`src/assert_macros.svh`:
```
// assertion macros for the rtl files
`ifndef ASSERT_MACROS_SVH
`define ASSERT_MACROS_SVH

// same-cycle implication, sampled on clk, off during reset
`define ASSERT_NOW(label, ante, cons) \
    label: assert property (@(posedge clk) disable iff (!rst_n) (ante) |-> (cons)) \
        else $error("assertion failed");

// next-cycle implication, sampled on clk, off during reset
`define ASSERT_NEXT(label, ante, cons) \
    label: assert property (@(posedge clk) disable iff (!rst_n) (ante) |=> (cons)) \
        else $error("assertion failed");

`endif

```
`src/mtd_pkg.sv`:
```
// shared types, constants and character helpers for the mime transfer decoder
package mtd_pkg;

    // decode modes
    localparam logic [1:0] MODE_PASS = 2'd0;
    localparam logic [1:0] MODE_QP   = 2'd1;
    localparam logic [1:0] MODE_B64  = 2'd2;

    // special characters
    localparam logic [7:0] CH_EQ = 8'h3D;
    localparam logic [7:0] CH_LF = 8'h0A;
    localparam logic [7:0] CH_CR = 8'h0D;

    localparam int MAX_RES = 4;

    // quoted-printable escape phase
    typedef enum logic [3:0] {
        ESC_IDLE = 4'b0001,
        ESC_EQ   = 4'b0010,
        ESC_HEX  = 4'b0100,
        ESC_CR   = 4'b1000
    } esc_t;

    // one result
    typedef struct packed {
        logic [7:0] out_byte;
        logic       byte_valid;
        logic       part_end;
    } mtd_res_t;

    // all results of one input transaction
    typedef struct packed {
        mtd_res_t [MAX_RES-1:0] res;
        logic [2:0]             count;
    } mtd_list_t;

    function automatic mtd_res_t mtd_res_byte(input logic [7:0] b);
        mtd_res_t r;
        r.out_byte   = b;
        r.byte_valid = 1'b1;
        r.part_end   = 1'b0;
        return r;
    endfunction

    function automatic logic is_hex(input logic [7:0] c);
        return (c >= 8'h30 && c <= 8'h39) || (c >= 8'h41 && c <= 8'h46) ||
               (c >= 8'h61 && c <= 8'h66);
    endfunction

    function automatic logic [3:0] hex_val(input logic [7:0] c);
        logic [7:0] v;
        if (c >= 8'h30 && c <= 8'h39)
            v = c - 8'h30;
        else if (c >= 8'h41 && c <= 8'h46)
            v = c - 8'h37;
        else if (c >= 8'h61 && c <= 8'h66)
            v = c - 8'h57;
        else
            v = 8'h00;
        return v[3:0];
    endfunction

    // returns {valid, 6-bit value}
    function automatic logic [6:0] b64_val(input logic [7:0] c);
        logic [7:0] v;
        logic       ok;
        ok = 1'b1;
        if (c >= 8'h41 && c <= 8'h5A)
            v = c - 8'h41;
        else if (c >= 8'h61 && c <= 8'h7A)
            v = c - 8'h47;
        else if (c >= 8'h30 && c <= 8'h39)
            v = c + 8'h04;
        else if (c == 8'h2B)
            v = 8'd62;
        else if (c == 8'h2F)
            v = 8'd63;
        else
        begin
            v  = 8'h00;
            ok = 1'b0;
        end
        return {ok, v[5:0]};
    endfunction

endpackage

```
`src/mtd_decode.sv`:
```
// decode state and single-pass decode of one byte into a result list
module mtd_decode (
    input  logic              clk,
    input  logic              rst_n,
    input  logic [1:0]        mode,
    input  logic [7:0]        data_byte,
    input  logic              last_byte,
    input  logic              accept,
    output mtd_pkg::mtd_list_t res_list
);
    import mtd_pkg::*;

    esc_t        esc_reg, esc_next;
    logic [7:0]  held_reg, held_next;
    logic [11:0] acc_reg, acc_next;
    logic [2:0]  bits_reg, bits_next;
    logic        pad_reg, pad_next;

    mtd_list_t   lst;
    logic        do_idle;
    logic [6:0]  b64;
    logic [3:0]  bit_sum;
    logic [11:0] shifted;

    // decode one byte, building the ordered result list
    always_comb
    begin
        lst       = '0;
        esc_next  = esc_reg;
        held_next = held_reg;
        acc_next  = acc_reg;
        bits_next = bits_reg;
        pad_next  = pad_reg;
        do_idle   = 1'b0;
        b64       = b64_val(data_byte);
        bit_sum   = {1'b0, bits_reg} + 4'd6;
        shifted   = '0;

        if (mode == MODE_QP)
        begin
            case (esc_reg)
                ESC_IDLE:
                begin
                    do_idle = 1'b1;
                end
                ESC_EQ:
                begin
                    if (data_byte == CH_LF)
                        esc_next = ESC_IDLE;
                    else if (data_byte == CH_CR)
                    begin
                        esc_next  = ESC_CR;
                        held_next = CH_CR;
                    end
                    else if (is_hex(data_byte))
                    begin
                        esc_next  = ESC_HEX;
                        held_next = data_byte;
                    end
                    else
                    begin
                        esc_next = ESC_IDLE;
                        lst.res[lst.count[1:0]] = mtd_res_byte(CH_EQ);
                        lst.count = lst.count + 3'd1;
                        do_idle = 1'b1;
                    end
                end
                ESC_HEX:
                begin
                    esc_next = ESC_IDLE;
                    if (is_hex(data_byte))
                    begin
                        lst.res[lst.count[1:0]] =
                            mtd_res_byte({hex_val(held_reg), hex_val(data_byte)});
                        lst.count = lst.count + 3'd1;
                    end
                    else
                    begin
                        lst.res[lst.count[1:0]] = mtd_res_byte(CH_EQ);
                        lst.count = lst.count + 3'd1;
                        lst.res[lst.count[1:0]] = mtd_res_byte(held_reg);
                        lst.count = lst.count + 3'd1;
                        do_idle = 1'b1;
                    end
                end
                ESC_CR:
                begin
                    esc_next = ESC_IDLE;
                    if (data_byte != CH_LF)
                    begin
                        lst.res[lst.count[1:0]] = mtd_res_byte(CH_EQ);
                        lst.count = lst.count + 3'd1;
                        lst.res[lst.count[1:0]] = mtd_res_byte(CH_CR);
                        lst.count = lst.count + 3'd1;
                        do_idle = 1'b1;
                    end
                end
                default:
                begin
                    esc_next = ESC_IDLE;
                end
            endcase

            // byte seen from the idle phase
            if (do_idle)
            begin
                if (data_byte == CH_EQ)
                    esc_next = ESC_EQ;
                else
                begin
                    lst.res[lst.count[1:0]] = mtd_res_byte(data_byte);
                    lst.count = lst.count + 3'd1;
                end
            end
        end
        else if (mode == MODE_B64)
        begin
            if (!pad_reg)
            begin
                if (data_byte == CH_EQ)
                    pad_next = 1'b1;
                else if (b64[6])
                begin
                    acc_next = {acc_reg[5:0], b64[5:0]};
                    if (bit_sum >= 4'd8)
                    begin
                        bits_next = 3'(bit_sum - 4'd8);
                        shifted   = acc_next >> bits_next;
                        lst.res[lst.count[1:0]] = mtd_res_byte(shifted[7:0]);
                        lst.count = lst.count + 3'd1;
                    end
                    else
                        bits_next = bit_sum[2:0];
                end
            end
        end
        else
        begin
            lst.res[lst.count[1:0]] = mtd_res_byte(data_byte);
            lst.count = lst.count + 3'd1;
        end

        // part end: flush a pending escape, clear state, add end marker
        if (last_byte)
        begin
            if (mode == MODE_QP && esc_next != ESC_IDLE)
            begin
                lst.res[lst.count[1:0]] = mtd_res_byte(CH_EQ);
                lst.count = lst.count + 3'd1;
                if (esc_next == ESC_HEX || esc_next == ESC_CR)
                begin
                    lst.res[lst.count[1:0]] = mtd_res_byte(held_next);
                    lst.count = lst.count + 3'd1;
                end
            end
            esc_next  = ESC_IDLE;
            held_next = '0;
            acc_next  = '0;
            bits_next = '0;
            pad_next  = 1'b0;
            lst.res[lst.count[1:0]].out_byte   = '0;
            lst.res[lst.count[1:0]].byte_valid = 1'b0;
            lst.res[lst.count[1:0]].part_end   = 1'b1;
            lst.count = lst.count + 3'd1;
        end
    end

    assign res_list = lst;

    // decode state, updated on each accepted transaction
    always_ff @(posedge clk or negedge rst_n)
    begin
        if (!rst_n)
        begin
            esc_reg  <= ESC_IDLE;
            held_reg <= '0;
            acc_reg  <= '0;
            bits_reg <= '0;
            pad_reg  <= 1'b0;
        end
        else if (accept)
        begin
            esc_reg  <= esc_next;
            held_reg <= held_next;
            acc_reg  <= acc_next;
            bits_reg <= bits_next;
            pad_reg  <= pad_next;
        end
    end

endmodule

```
`src/mtd_serializer.sv`:
```
// result register that holds one result list and sends it one result per cycle while out_stall is low
module mtd_serializer (
    input  logic              clk,
    input  logic              rst_n,
    input  logic              load,
    input  mtd_pkg::mtd_list_t res_list,
    output logic              can_load,
    output logic              out_valid,
    input  logic              out_stall,
    output logic [7:0]        out_byte,
    output logic              byte_valid,
    output logic              run_last,
    output logic              part_end
);
    import mtd_pkg::*;

    mtd_list_t  buf_reg;
    logic [1:0] idx_reg;
    logic       valid_reg;
    logic       is_last;
    logic       out_take;
    mtd_res_t   cur;

    // current result and its position in the list
    assign cur      = buf_reg.res[idx_reg];
    assign is_last  = ({1'b0, idx_reg} == (buf_reg.count - 3'd1));
    assign out_take = valid_reg && !out_stall;
    assign can_load = !valid_reg || (out_take && is_last);

    assign out_valid  = valid_reg;
    assign out_byte   = cur.out_byte;
    assign byte_valid = cur.byte_valid;
    assign part_end   = cur.part_end;
    assign run_last   = is_last;

    // list payload
    always_ff @(posedge clk)
    begin
        if (load && can_load)
            buf_reg <= res_list;
    end

    // read pointer and occupancy
    always_ff @(posedge clk or negedge rst_n)
    begin
        if (!rst_n)
        begin
            valid_reg <= 1'b0;
            idx_reg   <= '0;
        end
        else if (load && can_load)
        begin
            valid_reg <= 1'b1;
            idx_reg   <= '0;
        end
        else if (out_take)
        begin
            if (is_last)
                valid_reg <= 1'b0;
            else
                idx_reg <= idx_reg + 2'd1;
        end
    end

endmodule

```
`src/mime_transfer_decoder.sv`:
```
// mime transfer decoder top level: pass-through, quoted-printable and base64
// the first result of a transaction is registered and appears in the cycle after it is accepted
// throughput: one byte per cycle while each byte yields at most one result and out_stall is low;
//   a byte that yields more results (up to four) holds the input until its last result is taken,
//   because the result register sends one result per cycle while out_stall is low
// reset: mode returns to pass-through, decode state clears and the result register empties
module mime_transfer_decoder (
    input  logic       clk,
    input  logic       rst_n,
    input  logic       cfg_valid,
    output logic       cfg_ready,
    input  logic [1:0] cfg_data,
    input  logic       in_valid,
    output logic       in_stall,
    input  logic [7:0] data_byte,
    input  logic       last_byte,
    output logic       out_valid,
    input  logic       out_stall,
    output logic [7:0] out_byte,
    output logic       byte_valid,
    output logic       run_last,
    output logic       part_end
);
    import mtd_pkg::*;

    `include "assert_macros.svh"

    logic [1:0] mode_reg;
    mtd_list_t  res_list;
    logic       can_load;
    logic       in_accept;

    // mode register
    assign cfg_ready = 1'b1;

    always_ff @(posedge clk or negedge rst_n)
    begin
        if (!rst_n)
            mode_reg <= MODE_PASS;
        else if (cfg_valid && cfg_ready)
            mode_reg <= cfg_data;
    end

    // input handshake
    assign in_stall  = !can_load;
    assign in_accept = in_valid && !in_stall;

    mtd_decode u_decode (
        .clk       (clk),
        .rst_n     (rst_n),
        .mode      (mode_reg),
        .data_byte (data_byte),
        .last_byte (last_byte),
        .accept    (in_accept),
        .res_list  (res_list)
    );

    mtd_serializer u_serializer (
        .clk        (clk),
        .rst_n      (rst_n),
        .load       (in_accept && (res_list.count != 3'd0)),
        .res_list   (res_list),
        .can_load   (can_load),
        .out_valid  (out_valid),
        .out_stall  (out_stall),
        .out_byte   (out_byte),
        .byte_valid (byte_valid),
        .run_last   (run_last),
        .part_end   (part_end)
    );

    // checks
    `ASSERT_NOW(a_end_marker_closes, out_valid && part_end, run_last && !byte_valid)
    `ASSERT_NOW(a_accept_only_when_free, in_valid && !in_stall,
                !out_valid || (!out_stall && run_last))
    `ASSERT_NEXT(a_list_continues, out_valid && !out_stall && !run_last, out_valid)
    `ASSERT_NEXT(a_end_after_last, in_valid && !in_stall && last_byte, out_valid)

endmodule
```
`config.mk`:
```
export PLATFORM = sky130hd
export DESIGN_NAME = mime_transfer_decoder
export DESIGN_NICKNAME = d
export VERILOG_FILES = /design/src/mtd_pkg.sv /design/src/mtd_decode.sv /design/src/mtd_serializer.sv /design/src/mime_transfer_decoder.sv
export VERILOG_INCLUDE_DIRS = /design/src /design/src/src
export SDC_FILE = /design/constraint.sdc
export NUM_CORES = 1
export LEC_CHECK = 0
export ABC_AREA = 1
export BUFFER_PORTS_ARGS = -buffer_cell sky130_fd_sc_hd__buf_2
export CAP_MARGIN = 20
export CELL_PAD_IN_SITES_DETAIL_PLACEMENT = 1
export CELL_PAD_IN_SITES_GLOBAL_PLACEMENT = 2
export CORE_MARGIN = 2
export CORE_UTILIZATION = 32
export CTS_CLUSTER_DIAMETER = 30
export DETAILED_ROUTE_END_ITERATION = 8
export PLACE_DENSITY_LB_ADDON = 0.2
export SLEW_MARGIN = 30
export SYNTH_ARGS = -nofsm -noshare
export SYNTH_HDL_FRONTEND = slang
export SYNTH_HIERARCHICAL = 1
export SYNTH_SLANG_ARGS = --single-unit
```
`constraint.sdc`:
```
create_clock -name clk -period 4.1 [get_ports clk]
set_input_delay 0.82 -clock clk [delete_from_list [all_inputs] [get_ports clk]]
set_output_delay 0.82 -clock clk [all_outputs]
set_load 0.005 [all_outputs]
```
==> impl_results.md, run 1 <==
* Leakage power at 3.957 nW
* FF-to-FF End: u_serializer/buf_reg[10]
* Net count, final at 1106
* IO Port Bufs at 28
* Cells after synthesis at 888
* Asr flop ratio synth at 0.3768
* Post-DRT Antenna Nets at 0
* First-pass GRT wire length at 39200 µm
* Area after DPL at 0.007463 mm²
* Worst-path clk slew at 0.06 ns
* Worst Reg2Reg Path Length in Cells at 26
* Largest net degree at the start of global routing at 29
* RSZ-0062 raised after global routing: true
* Cell area after layout at 0.008487 mm²
* VDD IR max at 0.3372 mV
* Layout cells sized above 1 at 0.3177
* Crit Path Category: in -> reg
* Setup TNS at -5.730 ns
* Clock Latency Late Sink at 0.34 ns
* Final std cells w/o fill at 1298
* Clock Path Buffers at 2
* Top Family by Delay on Critical Path: simple AND/OR/NAND/NOR gates
* Max Freq at 0.2355 GHz
* Filler cells at 2339
* Placed insts at 1239
* Routability congestion estimate at 0.9338
* GR Util All Layers at 0.2532
* PD cells at 487.2 mW/mm²
* WP buf/inv at 8
* Die span in y at 142.5 µm
* Fin crit period at 4.246 ns
* Hold Slack at 0.5119 ns
* Arrival time at the worst endpoint at 4.31 ns
* Final Setup Violations at 45
* Hold Fails Final Rpt at 0
* Post-CTS Hold Buffers at 0
* WP data required at 4.16 ns
* Die width at 142.5 µm
* Most frequent cell after synthesis: nand2_1
* Most used DFF post-synth: edfxtp_1
* Routed vias at 6784
* Most frequent cells after synthesis: 213 x nand2_1, 108 x inv_1, 86 x nor2_1
* Setup crit start kind: input pin
* Status: finished with violations
* DRT Wirelength at 25030 µm
* CP endpoint kind: register
* Violated checks: setup timing
* Slew margin rel. at 0.4753
* Worst path most repeated cell: nand2_2
* Synth warn at 6
* Final worst-path cycle share at 1.035
* Register area at 0.001943 mm²
* Flop2flop setup slack at 0.13 ns
* Mapped cell area at 0.006137 mm²
* Yosys reg bits at 69
* Clk_skew at 0.009831 ns
* Total Power at 4.135 mW
* Slew @ Worst Pin at 0.7870 ns
* DP HPWL at 19270 µm
* Drt wl/cell at 19.29 µm
* Slowest CP cell: ha_4
* Hold crit path type: in -> async
* Core area at 0.01877 mm²
* Antenna cell count at 0
* EDFF count, synth at 43
* Final core utilization at 0.4522
* First DRT Iteration DRCs at 398
* Layout area overhead at 38.29%
* Full die area at 0.02030 mm²
* Vias in the first global route at 6925
* CTS tree: built
* Initial antenna violation count at 0
* Max FFs per register at 43
* Worst flop-to-flop path startpoint: u_decode/esc_reg[3]
* CTS Sinks at 69
* Seq/Total Area, Yosys at 0.3166
* Critical-path maximum fanout at 6
* Yosys cell types at 53
* Starting Density at 0.3270
* Vias per inst at 5.227
* Slew Limit Fails at 0
* CTS HTree Levels at 3
* DRC violations left at 0
* Synth Net Count at 935
* # rows at 50
* Io pins at 30
* Syn_area_per_cell at 6.911 µm²
* Congestion Overflow GR at 0
* Max stage delay on crit path at 0.24 ns
* Cts bufs inserted at 9
* Clock root buffer: clkbuf_16
* Max-Cap Viols at 0
* Top area cells in the synthesized netlist: edfxtp_1 21%, nand2_1 13%, dfrtp_1 10%
* Multi-input logic area at 0.003864 mm²
* Setup ws final at -0.1455 ns
* Share of the synthesized area in the top cell type at 0.2104
* Area leader, netlist: edfxtp_1
* TritonRoute pass-1 iters at 5
* Placement Setup Slack at -0.7109 ns
-- per-layer routing --
metal | vias to the layer above | global-route usage | wire (µm) | part of all wire
li1 | 3298 | - | - | -
met5 | - | 0 | 0 | 0
met4 | 0 | 0.07139 | 597 | 0.024
met2 | 147 | 0.4787 | 13300 | 0.53
met3 | 33 | 0.02759 | 768 | 0.031
met1 | 3306 | 0.3010 | 10370 | 0.41
-- where the power goes --
group / internal, mW / leakage (nW) / switching (mW)
clock network: 0.543 / 0.159 / 0.329
logic: 0.883 / 3.06 / 1.34
registers: 0.879 / 0.740 / 0.158
-- cells by family (layout without fill, tap and decap cells) --
logic type,Yosys count,after routing,share of synthesized area
AOI/OAI and AO/OA,225,225,0.2096
adders and majority gates,31,31,0.06320
xor gates and xnor gates,11,11,0.01570
buffers and inverters,160,336,0.1093
DFF,69,69,0.3166
other,1,1,0.0006110
and+or+nand+nor,391,391,0.2850
-- how the worst max path moves through the flow --
stage	startpoint	end	cells after the start
floorplan	data_byte[1]	u_serializer/buf_reg[0]	30
global placement	data_byte[5]	u_serializer/buf_reg[39]	27
detailed placement	data_byte[2]	u_serializer/buf_reg[29]	28
CTS	data_byte[1]	u_serializer/buf_reg[32]	30
global route	data_byte[2]	u_serializer/buf_reg[21]	28
finish	data_byte[2]	u_serializer/buf_reg[10]	28
-- area by class of cell --
cell class / instances / area share
clock buffers: 9 / 0.02654
clock inverters: 7 / 0.01238
inverters: 127 / 0.06384
multi-input cells: 659 / 0.4553
flip-flops and latches: 69 / 0.2290
well taps: 234 / 0.03450
repair buffers: 186 / 0.1673
repair inverters: 7 / 0.01120
-- cell usage in the layout (no fill, tap or decap), types with 4 or more instances in the layout --
master and instances:
ha_1 17, o21ai_2 8, o211ai_1 11, inv_4 7, o21ai_0 68, buf_2 20, buf_4 157, nor2_2 6
buf_12 5, dfrtp_1 25, o21ai_1 26, nand4_1 7, a21oi_1 52, o31ai_1 4, nand2_4 7, xor2_1 9
nor3_1 4, ha_4 12, inv_6 4, inv_1 100, nand2_2 37, nand3_2 6, edfxtp_1 43, nor2_4 5
a21oi_2 6, nand3_4 5, nand3_1 36, inv_8 7, o22ai_1 33, clkbuf_16 9, inv_2 13, nor2_1 82
nand2_1 188
-- timing repair --
| item | CTS | global route |
|---|---|---|
| cloned | 7 | 0 |
| buffers inserted | 30 | 12 |
| setup endpoints to repair | 45 | 67 |
| resized for setup | 54 | 42 |
| pin swaps | 21 | 26 |
Power figures use the tool's default switching activity.
==> inputs of run 2 (changes only) <==
--- a/config.mk
+++ b/config.mk
@@ -11,7 +11,7 @@
 export CAP_MARGIN = 20
 export CELL_PAD_IN_SITES_DETAIL_PLACEMENT = 1
 export CELL_PAD_IN_SITES_GLOBAL_PLACEMENT = 2
-export CORE_MARGIN = 2
+export CORE_MARGIN = 3
 export CORE_UTILIZATION = 32
 export CTS_CLUSTER_DIAMETER = 30
 export DETAILED_ROUTE_END_ITERATION = 8
==> run 2 against run 1 <==
Power is 0.30% lower. Flip-flop and latch count did not move. Non-clock buffer count fell by 17. The run still ends with setup timing left. Critical path depth rose by 3. Global-route usage fell by 1.9 points. Die area grew 2.8%. Register-to-register slack better by 0.14 ns. Critical path type unchanged. Cell count is 1.4% lower.
==> impl_results.md, run 2 (synthesis results as in run 1) <==
* CTS HTree Levels at 3 (unchanged)
* DP HPWL at 18480 µm (-4.1%)
* Antenna cell count at 0 (unchanged)
* Vias in the first global route at 7093 (+2.4%)
* Hold Slack at 0.5120 ns (+0.0001410 ns)
* Drt wl/cell at 18.41 µm (-4.6%)
* Status: finished with violations
* TritonRoute pass-1 iters at 4 (-1)
* Violated checks: setup timing
* Placement Setup Slack at -0.7529 ns (-0.04206 ns)
* Filler cells at 2353 (+0.60%)
* PD cells at 492.7 mW/mm² (+1.1%)
* Setup crit start kind: input pin
* Most common library cell in the layout ignoring fill and taps: nand2_1
* Worst-path clk slew at 0.06 ns (about the same)
* Clock Latency Late Sink at 0.34 ns (about the same)
* DRC violations left at 0 (unchanged)
* Leakage power at 3.888 nW (-1.7%)
* Final core utilization at 0.4459 (-0.006333)
* Post-DRT Antenna Nets at 0 (unchanged)
* Placed insts at 1231 (-0.65%)
* DRT Wirelength at 23560 µm (-5.9%)
* Most frequent cells in the layout: 195 x nand2_1, 134 x buf_4, 101 x inv_1, 81 x nor2_1, 68 x o21ai_0
* Max Freq at 0.2385 GHz (+1.2%)
* Slew Limit Fails at 0 (unchanged)
* Initial antenna violation count at 0 (unchanged)
* Layout cells sized above 1 at 0.2925 (-0.02513)
* Clock Path Buffers at 2 (unchanged)
* Critical-path maximum fanout at 6 (unchanged)
* CTS Sinks at 69 (unchanged)
* Cell area after layout at 0.008368 mm² (-1.4%)
* Die width at 144.5 µm (+1.4%)
* Hold Fails Final Rpt at 0 (unchanged)
* Final Setup Violations at 42 (-6.7%)
* Worst path most repeated cell: nand2_2
* Arrival time at the worst endpoint at 4.25 ns (-0.06 ns)
* First-pass GRT wire length at 37770 µm (-3.6%)
* GR Util All Layers at 0.2346 (-0.01860)
* Final std cells w/o fill at 1280 (-1.4%)
* Max FFs per register at 43 (unchanged)
* Cts bufs inserted at 9 (unchanged)
* Clock root buffer: clkbuf_16
* Die span in y at 144.5 µm (+1.4%)
* Max-Cap Viols at 0 (unchanged)
* Clk_skew at 0.009105 ns (-0.0007261 ns)
* Final worst-path cycle share at 1.023 (-0.01269)
* VDD IR max at 0.1878 mV (-44%)
* Area after DPL at 0.007416 mm² (-0.64%)
* Net count, final at 1088 (-1.6%)
* Starting Density at 0.3270 (unchanged)
* CP endpoint kind: register
* First DRT Iteration DRCs at 280 (-30%)
* IO Port Bufs at 28 (unchanged)
* Full die area at 0.02088 mm² (+2.8%)
* Largest net degree at the start of global routing at 29 (unchanged)
* CTS tree: built
* Total Power at 4.123 mW (-0.30%)
* Fin crit period at 4.193 ns (-0.05204 ns)
* Slew margin rel. at 0.4451 (-0.03023)
* Max stage delay on crit path at 0.23 ns (about the same)
* Hold crit path type: reg -> reg
* Setup ws final at -0.09349 ns (+0.05204 ns)
* Congestion Overflow GR at 0 (unchanged)
* Crit Path Category: in -> reg
* Io pins at 30 (unchanged)
* Slew @ Worst Pin at 0.8323 ns (+0.04535 ns)
* RSZ-0062 raised after global routing: true
* Vias per inst at 5.163 (-1.2%)
* Core area at 0.01877 mm² (unchanged)
* Layout area overhead at 36.35%
* Slowest CP cell: ha_2
* Routed vias at 6608 (-2.6%)
* WP data required at 4.16 ns (about the same)
* # rows at 50 (unchanged)
* Setup TNS at -3.272 ns (+2.458 ns)
* Routability congestion estimate at 0.9154 (-2.0%)
==> run 2: what timing repair did <==
item / 4_1_cts / 5_1_grt
gates resized for setup: 54 / 32
pin swaps: 23 / 13
cloned: 6 / 0
setup endpoints to repair: 45 / 63
hold endpoints to repair: 0 / 0
hold buffers: 0 / 0
setup buffers: 22 / 7
==> run 2: routing by layer <==
metal | track usage | wire length (µm) | vias up
li1 | - | - | 3257
met1 | 0.2888 | 10200 | 3205
met2 | 0.4221 | 11970 | 101
met3 | 0.03671 | 625 | 45
met4 | 0.06922 | 769 | 0
met5 | 0 | 0 | -
==> run 2: critical path: cells and delay by family <==
family,cells,cell delay (ns)
AND/OR/NAND/NOR,15,1.42
adder cells (fa/ha/maj),4,0.80
buffers and inverters,8,0.67
AO/OA/AOI/OAI,3,0.39
XOR/XNOR,1,0.15
==> run 2: path summary, 6_finish.rpt <==
path | start | end | slack (ns) | depth (start not counted)
worst max-delay path | data_byte[0] | u_serializer/buf_reg[20] | -0.09 | 31
worst min-delay path | mode_reg[1] | mode_reg[1] | 0.51 | 2
worst max register to register | u_decode/esc_reg[3] | u_serializer/buf_reg[20] | 0.27 | 27
worst min register to register | mode_reg[1] | mode_reg[1] | 0.51 | 2
max in group asynchronous | rst_n | u_decode/esc_reg[1] | 3.03 | 1
min in group asynchronous | rst_n | u_decode/bits_reg[2] | 0.56 | 1
==> run 2: where the power goes <==
part	internal [mW]	total, mW	switching [mW]
combinational	0.906	2.26	1.35
sequential	0.880	1.03	0.153
clock	0.531	0.832	0.301
==> run 2: area by class of cell <==
class	count	area, µm²	share of cell area
timing repair buffer	169	1350	0.1613
sequential	69	1943	0.2322
timing repair inverter	6	82.58	0.009868
tap	234	292.8	0.03499
inverter	127	539.3	0.06444
clock buffer	10	229.0	0.02736
clock inverter	6	87.58	0.01047
multi-input combinational	659	3844	0.4593
==> inputs of run 3 (changes only) <==
--- a/config.mk
+++ b/config.mk
@@ -12,7 +12,8 @@
 export CELL_PAD_IN_SITES_DETAIL_PLACEMENT = 1
 export CELL_PAD_IN_SITES_GLOBAL_PLACEMENT = 2
 export CORE_MARGIN = 3
-export CORE_UTILIZATION = 32
+export CORE_UTILIZATION = 33
+export CTS_BUF_LIST = sky130_fd_sc_hd__clkbuf_2 sky130_fd_sc_hd__clkbuf_4 sky130_fd_sc_hd__clkbuf_8
 export CTS_CLUSTER_DIAMETER = 30
 export DETAILED_ROUTE_END_ITERATION = 8
 export PLACE_DENSITY_LB_ADDON = 0.2
==> constraint.sdc (replaced) <==
create_clock -name clk -period 4.1 [get_ports clk]
set_input_delay 0.82 -clock clk [delete_from_list [all_inputs] [get_ports clk]]
set_output_delay 0.82 -clock clk [all_outputs]
set_load 0.1 [all_outputs]
==> run 3 against run 2 <==
The flow still finishes with violations (setup timing). Utilization increased by 0.12 points. Fmax decreased by 0.99%. Critical path depth down 1. Flip-flop and latch count stayed put. Combinational power increased by 24%. Sequential share of layout area grew 0.81 points. Die area fell by 2.9%. Largest cell class unchanged.
==> impl_results.md, run 3 (synthesis results as in run 1) <==
* Status: finished with violations
* Violated checks: setup timing
* Antenna cell count at 0 (unchanged)
* Max-Cap Viols at 0 (unchanged)
* IO Port Bufs at 28 (unchanged)
* Max stage delay on crit path at 0.23 ns (about the same)
* Arrival time at the worst endpoint at 4.31 ns (+0.06 ns)
* Sequential Power Share at 0.231 (-0.020)
* Final core utilization at 0.4470 (+0.001176)
* TritonRoute pass-1 iters at 4 (unchanged)
* Vias per inst at 5.183 (+0.39%)
* CP endpoint kind: register
* Cts bufs inserted at 9 (unchanged)
* Hold Fails Final Rpt at 0 (unchanged)
* Hold crit path type: in -> async
* Critical-path maximum fanout at 6 (unchanged)
* PD cells at 539.2 mW/mm² (+9.4%)
* Max Freq at 0.2361 GHz (-0.99%)
* Net count, final at 1083 (-0.46%)
* Die span in y at 142.4 µm (-1.5%)
* Fin crit period at 4.235 ns (+0.04186 ns)
* Final std cells w/o fill at 1270 (-0.78%)
* Die width at 142.4 µm (-1.5%)
* DP HPWL at 18270 µm (-1.2%)
* Layout cells sized above 1 at 0.2901 (-0.002437)
* Routed vias at 6582 (-0.39%)
* Worst path most repeated cell: nand2_2
* Final Setup Violations at 45 (+7.1%)
* Clock Path Buffers at 2 (unchanged)
* Clock root buffer: clkbuf_8
* Clk_skew at 0.01588 ns (+0.006772 ns)
* DRT Wirelength at 23230 µm (-1.4%)
* Post-DRT Antenna Nets at 0 (unchanged)
* RSZ-0062 raised after global routing: true
* Pint at 2.018 mW (-13%)
* Leakage power at 3.756 nW (-3.4%)
* Final worst-path cycle share at 1.033 (+0.01021)
* Slew margin rel. at 0.4787 (+0.03359)
* Sw Share at 0.5372 (+0.09926)
* Clock Latency Late Sink at 0.36 ns (+0.02 ns)
* Max FFs per register at 43 (unchanged)
* GR Util All Layers at 0.2300 (-0.004648)
* Core area at 0.01809 mm² (-3.6%)
* Routability congestion estimate at 0.9113 (-0.45%)
* Drt wl/cell at 18.29 µm (-0.61%)
* Vias in the first global route at 7000 (-1.3%)
* DRC violations left at 0 (unchanged)
* Most frequent cells in the layout: 199 x nand2_1, 132 x buf_4, 100 x inv_1, 81 x nor2_1, 68 x o21ai_0
* CTS tree: built
* # rows at 49 (-2.0%)
* Slew @ Worst Pin at 0.7803 ns (-0.05205 ns)
* Io pins at 30 (unchanged)
* Slowest CP cell: ha_2
* Worst-path clk slew at 0.07 ns (about the same)
* CTS HTree Levels at 3 (unchanged)
* First-pass GRT wire length at 36550 µm (-3.2%)
* Starting Density at 0.3393 (+0.01233)
* Initial antenna violation count at 0 (unchanged)
* Clock power frac at 0.127 (-0.075)
* Placement Setup Slack at -0.6919 ns (+0.06109 ns)
* Placed insts at 1221 (-0.81%)
* WP data required at 4.18 ns (+0.02 ns)
* Congestion Overflow GR at 0 (unchanged)
* Most common library cell in the layout ignoring fill and taps: nand2_1
* Crit Path Category: in -> reg
* Combinational power share at 0.643 (+0.095)
* Full die area at 0.02027 mm² (-2.9%)
* Largest net degree at the start of global routing at 29 (unchanged)
* Setup crit start kind: input pin
* Psw at 2.342 mW (+30%)
* Slew Limit Fails at 0 (unchanged)
* VDD IR max at 0.2114 mV (+13%)
* CTS Sinks at 69 (unchanged)
* First DRT Iteration DRCs at 249 (-11%)
* Setup ws final at -0.1353 ns (-0.04186 ns)
* Layout area overhead at 31.74%
[run 3: stage by stage]
stage | area [µm²] | setup TNS [ns] | total power, mW | hold slack, ns
after CTS | 7875 | 0 | 4.314 | 0.5409
after detailed placement | 7372 | -36.89 | 3.673 | 0.5262
after floorplan | 6336 | -14.66 | 2.864 | 0.4867
after global routing | 8085 | -15.83 | 4.679 | 0.5646
after global placement | 7372 | -24.63 | 3.598 | 0.5027
final | 8085 | -5.293 | 4.359 | 0.5326
[run 3: final timing paths]
check,from,end,slack [ns],cells after the start
worst min-delay path,rst_n,u_serializer/idx_reg[1],0.53,1
worst max register to register,u_decode/esc_reg[1],u_serializer/buf_reg[38],0.19,25
max in group asynchronous,rst_n,mode_reg[1],3.06,1
worst max-delay path,data_byte[1],u_serializer/buf_reg[38],-0.14,30
min in group clk,mode_reg[1],mode_reg[1],0.53,2
worst min register to register,mode_reg[1],mode_reg[1],0.53,2
[run 3: timing repair]
item / CTS / global route
pin swaps: 10 / 29
hold endpoints to repair: 0 / 0
resized for setup: 24 / 51
buffers inserted: 22 / 7
gates cloned: 6 / 0
hold buffers: 0 / 0
setup endpoints to repair: 45 / 63
[run 3: cell type report]
| cell class | count | area, µm² |
|---|---|---|
| multi-input combinational | 659 | 3814 |
| sequential | 69 | 1943 |
| inverter | 127 | 534.3 |
| clock inverter | 5 | 51.30 |
| clock buffer | 11 | 138.9 |
| fill | 2303 | 10000 |
| timing repair buffer | 164 | 1230 |
| timing repair inverter | 6 | 87.58 |
| tap | 229 | 286.5 |
[run 3: worst max-delay path, delay by kind of cell]
kind | cells | cell delay [ns]
buf+inv | 7 | 0.60
xor+xnor | 1 | 0.15
fa+ha+maj | 4 | 0.79
compound gates | 3 | 0.40
simple gates | 15 | 1.49
[run 3: layer usage]
layer | GRT usage | wire, µm | vias to the layer above
met5 | 0 | 0 | -
met1 | 0.2841 | 10270 | 3159
met4 | 0.09555 | 895 | 0
met2 | 0.4025 | 11500 | 121
met3 | 0.03192 | 570 | 57
li1 | - | - | 3245
[run 3: power groups by stage]
stage,logic (mW),clock network [mW],registers (mW)
2_1_floorplan,1.87,0,0.993
3_5_place_dp,2.65,0,1.02
6_report,2.80,0.552,1.00
4_1_cts,2.73,0.574,1.00
3_3_place_gp,2.58,0,1.01
5_1_grt,3.05,0.602,1.02
